===== src/rtl/ricrc_pkg.sv =====
package ricrc_pkg;

    // crc constants
    localparam logic [31:0] CRC_SEED     = 32'hdebb20e3;
    localparam logic [31:0] CRC_POLY     = 32'hedb88320;
    localparam logic [31:0] CRC_ALL_ONES = 32'hffffffff;
    localparam logic [7:0]  MASK_BYTE    = 8'hff;

    // byte offsets within the packet
    localparam int          OFFSET_W     = 6;
    localparam logic [OFFSET_W-1:0] OFFSET_CAP   = OFFSET_W'(40);
    localparam logic [OFFSET_W-1:0] OFF_IP_TOS   = OFFSET_W'(1);
    localparam logic [OFFSET_W-1:0] OFF_IP_TTL   = OFFSET_W'(8);
    localparam logic [OFFSET_W-1:0] OFF_IP_CSUM0 = OFFSET_W'(10);
    localparam logic [OFFSET_W-1:0] OFF_IP_CSUM1 = OFFSET_W'(11);
    localparam logic [OFFSET_W-1:0] OFF_UDP_CS0  = OFFSET_W'(26);
    localparam logic [OFFSET_W-1:0] OFF_UDP_CS1  = OFFSET_W'(27);
    localparam logic [OFFSET_W-1:0] OFF_BTH_RSVD = OFFSET_W'(32);

    // queue between front and back
    localparam int QUEUE_DEPTH = 4;
    localparam int QUEUE_PTR_W = $clog2(QUEUE_DEPTH);
    localparam int QUEUE_CNT_W = $clog2(QUEUE_DEPTH + 1);

    typedef struct packed {
        logic [7:0] data;
        logic       last;
    } queue_item_t;

    // front-to-queue write side
    typedef struct packed {
        logic        push;
        queue_item_t item;
    } queue_wr_t;

    // queue-to-back read side
    typedef struct packed {
        logic        valid;
        queue_item_t item;
    } queue_rd_t;

    // offsets whose bytes change in transit
    function automatic logic offset_masked(input logic [OFFSET_W-1:0] off);
        return off inside {OFF_IP_TOS, OFF_IP_TTL, OFF_IP_CSUM0, OFF_IP_CSUM1,
                           OFF_UDP_CS0, OFF_UDP_CS1, OFF_BTH_RSVD};
    endfunction

    // reflected crc-32, one byte
    function automatic logic [31:0] crc_byte(input logic [31:0] crc_in,
                                             input logic [7:0]  data);
        logic [31:0] crc;
        crc = crc_in ^ {24'h000000, data};
        for (int i = 0; i < 8; i++) begin
            if (crc[0]) begin
                crc = (crc >> 1) ^ CRC_POLY;
            end else begin
                crc = crc >> 1;
            end
        end
        return crc;
    endfunction

endpackage


===== src/rtl/rocev2_icrc_engine_top.sv =====
// RoCEv2 invariant CRC engine.
// The s_ channel takes a packet one byte per item, starting at the first byte
// of an IPv4 header without options; s_tlast marks the byte just before the
// ICRC field. Mutable fields (TOS, TTL, IP checksum, UDP checksum, BTH
// reserved byte) are replaced by 0xff before hashing with a reflected CRC-32
// seeded with 0xdebb20e3.
// The m_ channel carries one item per packet: the inverted CRC register,
// sent on the wire least significant byte first.
// Throughput: one byte per clock cycle while s_tready is high; the CRC unit
// folds one byte per cycle while the queue is not empty, but a last byte
// waits for a free result register. An accepted last byte is written into
// the four-entry queue, then folded while the result register and m_tvalid load.
// Reset clears the offset counter, empties the queue, reloads the CRC seed
// and drops m_tvalid; s_tready is high once reset has emptied the queue.
// When the receiver stalls, the result holds on m_tdata; ordinary bytes
// keep flowing, and the queue fills only when a second last byte waits
// behind an untaken result, after which s_tready drops.
module rocev2_icrc_engine_top (
    input  logic        aclk,
    input  logic        aresetn,
    input  logic        s_tvalid,
    output logic        s_tready,
    input  logic [7:0]  s_tdata,   // [7:0] data_byte
    input  logic        s_tlast,   // last_byte
    output logic        m_tvalid,
    input  logic        m_tready,
    output logic [31:0] m_tdata    // [31:0] icrc_value
);
    import ricrc_pkg::*;

    queue_wr_t queue_wr;
    queue_rd_t queue_rd;
    logic      queue_full;
    logic      pop;

    // offset tracking and masking
    ricrc_front u_front (
        .aclk       (aclk),
        .aresetn    (aresetn),
        .s_tvalid   (s_tvalid),
        .s_tready   (s_tready),
        .s_tdata    (s_tdata),
        .s_tlast    (s_tlast),
        .queue_full (queue_full),
        .queue_wr   (queue_wr)
    );

    // decoupling queue
    ricrc_queue u_queue (
        .aclk       (aclk),
        .aresetn    (aresetn),
        .queue_wr   (queue_wr),
        .queue_full (queue_full),
        .queue_rd   (queue_rd),
        .pop        (pop)
    );

    // crc and result register
    ricrc_back u_back (
        .aclk     (aclk),
        .aresetn  (aresetn),
        .queue_rd (queue_rd),
        .pop      (pop),
        .m_tvalid (m_tvalid),
        .m_tready (m_tready),
        .m_tdata  (m_tdata)
    );

endmodule


===== src/rtl/ricrc_front.sv =====
module ricrc_front (
    input  logic                  aclk,
    input  logic                  aresetn,
    input  logic                  s_tvalid,
    output logic                  s_tready,
    input  logic [7:0]            s_tdata,   // [7:0] data_byte
    input  logic                  s_tlast,   // last_byte
    input  logic                  queue_full,
    output ricrc_pkg::queue_wr_t  queue_wr
);
    import ricrc_pkg::*;

    logic [OFFSET_W-1:0] offset_reg;
    logic [OFFSET_W-1:0] offset_next;
    logic                accept;

    assign s_tready = !queue_full;
    assign accept   = s_tvalid && s_tready;

    // mask mutable header bytes and pass the item on
    always_comb begin
        queue_wr.push      = accept;
        queue_wr.item.last = s_tlast;
        queue_wr.item.data = offset_masked(offset_reg) ? MASK_BYTE : s_tdata;
    end

    // byte offset, saturating, rearmed after the last byte
    always_comb begin
        offset_next = offset_reg;
        if (accept) begin
            if (s_tlast) begin
                offset_next = '0;
            end else if (offset_reg < OFFSET_CAP) begin
                offset_next = offset_reg + OFFSET_W'(1);
            end
        end
    end

    always_ff @(posedge aclk) begin
        if (!aresetn) begin
            offset_reg <= '0;
        end else begin
            offset_reg <= offset_next;
        end
    end

endmodule


===== src/rtl/ricrc_queue.sv =====
module ricrc_queue (
    input  logic                  aclk,
    input  logic                  aresetn,
    input  ricrc_pkg::queue_wr_t  queue_wr,
    output logic                  queue_full,
    output ricrc_pkg::queue_rd_t  queue_rd,
    input  logic                  pop
);
    import ricrc_pkg::*;

    queue_item_t            store [QUEUE_DEPTH];
    logic [QUEUE_PTR_W-1:0] wr_ptr_reg;
    logic [QUEUE_PTR_W-1:0] wr_ptr_next;
    logic [QUEUE_PTR_W-1:0] rd_ptr_reg;
    logic [QUEUE_PTR_W-1:0] rd_ptr_next;
    logic [QUEUE_CNT_W-1:0] count_reg;
    logic [QUEUE_CNT_W-1:0] count_next;
    logic                   do_pop;

    assign queue_full     = (count_reg == QUEUE_CNT_W'(QUEUE_DEPTH));
    assign queue_rd.valid = (count_reg != '0);
    assign queue_rd.item  = store[rd_ptr_reg];
    assign do_pop         = pop && queue_rd.valid;

    // pointer and fill count update
    always_comb begin
        wr_ptr_next = queue_wr.push ? wr_ptr_reg + QUEUE_PTR_W'(1) : wr_ptr_reg;
        rd_ptr_next = do_pop ? rd_ptr_reg + QUEUE_PTR_W'(1) : rd_ptr_reg;
        count_next  = count_reg;
        if (queue_wr.push && !do_pop) begin
            count_next = count_reg + QUEUE_CNT_W'(1);
        end else if (!queue_wr.push && do_pop) begin
            count_next = count_reg - QUEUE_CNT_W'(1);
        end
    end

    always_ff @(posedge aclk) begin
        if (!aresetn) begin
            wr_ptr_reg <= '0;
            rd_ptr_reg <= '0;
            count_reg  <= '0;
        end else begin
            wr_ptr_reg <= wr_ptr_next;
            rd_ptr_reg <= rd_ptr_next;
            count_reg  <= count_next;
        end
    end

    // item storage
    always_ff @(posedge aclk) begin
        if (queue_wr.push) begin
            store[wr_ptr_reg] <= queue_wr.item;
        end
    end

endmodule


===== src/rtl/ricrc_back.sv =====
module ricrc_back (
    input  logic                  aclk,
    input  logic                  aresetn,
    input  ricrc_pkg::queue_rd_t  queue_rd,
    output logic                  pop,
    output logic                  m_tvalid,
    input  logic                  m_tready,
    output logic [31:0]           m_tdata    // [31:0] icrc_value
);
    import ricrc_pkg::*;

    logic [31:0] crc_reg;
    logic [31:0] crc_next;
    logic [31:0] crc_step;
    logic        out_valid_reg;
    logic        out_valid_next;
    logic [31:0] out_data_reg;
    logic        slot_free;

    assign slot_free = !out_valid_reg || m_tready;
    // a last byte waits until the result register can take its crc
    assign pop       = queue_rd.valid && (!queue_rd.item.last || slot_free);
    assign crc_step  = crc_byte(crc_reg, queue_rd.item.data);
    assign m_tvalid  = out_valid_reg;
    assign m_tdata   = out_data_reg;

    // crc register and result handshake
    always_comb begin
        crc_next       = crc_reg;
        out_valid_next = out_valid_reg && !m_tready;
        if (pop) begin
            if (queue_rd.item.last) begin
                crc_next       = CRC_SEED;
                out_valid_next = 1'b1;
            end else begin
                crc_next = crc_step;
            end
        end
    end

    always_ff @(posedge aclk) begin
        if (!aresetn) begin
            crc_reg       <= CRC_SEED;
            out_valid_reg <= 1'b0;
        end else begin
            crc_reg       <= crc_next;
            out_valid_reg <= out_valid_next;
        end
    end

    // result data
    always_ff @(posedge aclk) begin
        if (pop && queue_rd.item.last) begin
            out_data_reg <= crc_step ^ CRC_ALL_ONES;
        end
    end

endmodule

===== config.mk =====
export PLATFORM = sky130hd
export DESIGN_NAME = rocev2_icrc_engine_top
export DESIGN_NICKNAME = d
export VERILOG_FILES = /design/src/rtl/ricrc_pkg.sv /design/src/rtl/rocev2_icrc_engine_top.sv /design/src/rtl/ricrc_front.sv /design/src/rtl/ricrc_queue.sv /design/src/rtl/ricrc_back.sv
export SDC_FILE = /design/constraint.sdc
export NUM_CORES = 1
export LEC_CHECK = 0
export BUFFER_PORTS_ARGS = -buffer_cell sky130_fd_sc_hd__buf_2
export CORE_UTILIZATION = 53
export CTS_CLUSTER_DIAMETER = 120
export CTS_CLUSTER_SIZE = 24
export DETAILED_ROUTE_END_ITERATION = 12
export PLACE_DENSITY = 0.75
export SLEW_MARGIN = 15
export SYNTH_ARGS = -nofsm -noshare
export SYNTH_HDL_FRONTEND = slang
export SYNTH_SLANG_ARGS = --single-unit

===== constraint.sdc =====
create_clock -name aclk -period 3 [get_ports aclk]
set_input_delay 0.6 -clock aclk [delete_from_list [all_inputs] [get_ports aclk]]
set_output_delay 0.6 -clock aclk [all_outputs]
set_load 0.03 [all_outputs]

==> results.toml <==
[synthesis]
yosys.cell_count.top_type = "edfxtp_1"
dominantRegCellSynth = "edfxtp_1"
ys_seq_area_frac = 0.556
syn-instance-count = 367
number_of_register_bits_inferred_by_synthesis = 116
mappedNetlistArea_um2 = 5410
post_synth_num_cell_types = 46
post-synth-top-area-cell = "edfxtp_1"
postSynthAreaPerCell_um2 = 14.7
mappedNetlistNets = 390
netlist.area_leader.share = 0.378
number_of_enable_flip_flop_cells_after_synthesis = 68
cells_taking_the_most_area_after_synthesis = "edfxtp_1 (38%), dfxtp_1 (18%), xnor3_1 (9.2%)"
asyncSetResetFlopFracSynth = 0
synth-warning-count = 0
leading_post_synthesis_cells_by_instance_count = "edfxtp_1 (68), dfxtp_1 (48), nand2_1 (30)"

[clock_tree]
cts_hold_buf = 0
tritoncts = "done"
total_clock_sinks = 116
number_of_instances_resized_during_post_cts_repair = 0
h-tree-depth = 4
insertion_delay_ns = 0.51
cts_buffer_count = 17
cts_root_buf = "clkbuf_8"
cts_post_setup_buffers_inserted = 0
clockBufferDepth = 2
cts.reportedPaths.clkPinSlew_ns = 0.06

[worst_setup_path]
cp-end-kind = "flop"
critical_path.startpoint_type = "flop"
critPathMostFrequentCell = "xnor3_1"
critical_path_required_ns = 3.24
arrival_ns = 2.98
critical_path_s_largest_stage_delay_ns = 0.70
timing.critical_path.slowest_stage_cell = "mux4_1"
criticalPathCategory = "flop to flop"
buf_inv_stages_crit_path = 0
worstPathCellList = "mux4_1 > xor2_1 > xnor3_1 > xnor3_1"
critPathMaxFanout = 5
cp_top_family = "XOR/XNOR gates"

[die]
fp.dieArea_um2 = 10600
io-pin-count = 47
dieWidth_um = 103
fp.dieH_um = 103
row_count = 36
start_util = 0.550
core_region_area_um2 = 9820

[route]
vias_per_cell = 5.18
finalWirelength_um = 9690
drt-wirelength-per-cell_um = 16.8
drc_errors = 0
drtIter0Drc = 109
dr_total_vias = 2987
post_detailed_route_count_of_antenna_violating_nets = 0
detail_route.first_pass.iterations = 4

[timing]
rsz0062_at_grt = "no"
max_clock_freq_ghz = 0.364
setup_viols_final = 0
tns_ns = 0
period_needed_ns = 2.74
timing.clock.skew_ns = 0.0122
fin_crit_sh = 0.915
final_hold_viol_count = 0
final-max-slew-violation-count = 0
relSlewSlack = 0.348
tightestPinTransition_ns = 0.976

[cells_and_area]
drive_above_1_share = 0.234
number_of_fill_cells_in_the_layout = 740
diodes = 0
fin_nets = 454
largest_register_ffs = 36
syn_to_final_growth_pct = 18.1
multi_input_logic_area_um2 = 2290
seqCellArea_um2 = 3000

[run_status]
outcome = "finished clean"

[placed_design]
routabilityCongestion = 0.834
hpwlAfterDp_um = 6760
place.port_buffers = 46

[grt]
global_route.overflow_total = 0
grt_max_degree = 34
antenna_violations_before_repair = 0
grt_pass1_wl_um = 15300
via_count_of_the_first_global_routing_pass = 3051
track_usage = 0.205

[hold_path]
hold_class = "primary input to flop"

[job]
drv_cap = 0
area by class of cell:
type                       instances  share of cell area
inverter                          13             0.00764
timing repair buffer              59              0.0513
clock buffer                      24              0.0721
clock inverter                     8              0.0137
tap                              133              0.0261
sequential                       116               0.470
multi-input combinational        224               0.359
routing by layer:
layer / share of wire / GRT usage / wire [um] / vias up
li1: - / - / - / 1448
met1: 0.44 / 0.237 / 4220 / 1446
met2: 0.51 / 0.354 / 4920 / 77
met3: 0.036 / 0.0495 / 347 / 16
met4: 0.022 / 0.108 / 210 / 0
met5: 0 / 0 / 0 / -
layout by cell type, fill, tap and decap left out, drive strengths merged, types with 11 or more instances in the layout:
cell | Yosys | layout
xor2 | 17 | 17
nor2 | 11 | 11
dfxtp | 48 | 48
buf | 3 | 59
edfxtp | 68 | 68
xnor3 | 22 | 22
clkbuf | 11 | 24
xnor2 | 27 | 27
and2 | 15 | 15
nand2 | 30 | 30
inv | 12 | 12
o21ai | 13 | 13
o211ai | 14 | 14
path summary, 6_finish.rpt:
path | from | endpoint | slack, ns | cells after the start
min reg2reg | u_back.crc_reg[22]$_SDFFE_PN0N_ | u_back.crc_reg[22]$_SDFFE_PN0N_ | 0.47 | 2
max | flop | u_back.m_tdata[25]$_DFFE_PP_ | 0.26 | 4
max reg2reg | flop | u_back.m_tdata[25]$_DFFE_PP_ | 0.26 | 4
min | s_tlast | u_queue.store[1][0]$_DFFE_PP_ | 0.40 | 1
cell families after synthesis:
logic type      Yosys count  share of synthesized area
compound gates           46                     0.0593
buf+inv                  27                     0.0204
simple gates             85                     0.0799
xor+xnor                 72                      0.216
flops                   116                      0.556
mux                      11                     0.0447
fa+ha+maj                10                     0.0245
metrics by stage:
step	instance area [um2]	instances	hold slack [ns]	util	setup slack (ns)
after global routing	6390	577	0.375	0.650	0.0724
final	6390	577	0.397	0.650	0.256
after detailed placement	5840	545	0.458	0.595	0.245
after floorplan	5410	367	0.427	-	0.268
after global placement	5840	545	0.443	0.595	0.307
after CTS	6390	577	0.374	0.650	0.230
Power is not shown: default switching activity piles up to over one toggle a cycle in this logic, so the estimate is an artifact.
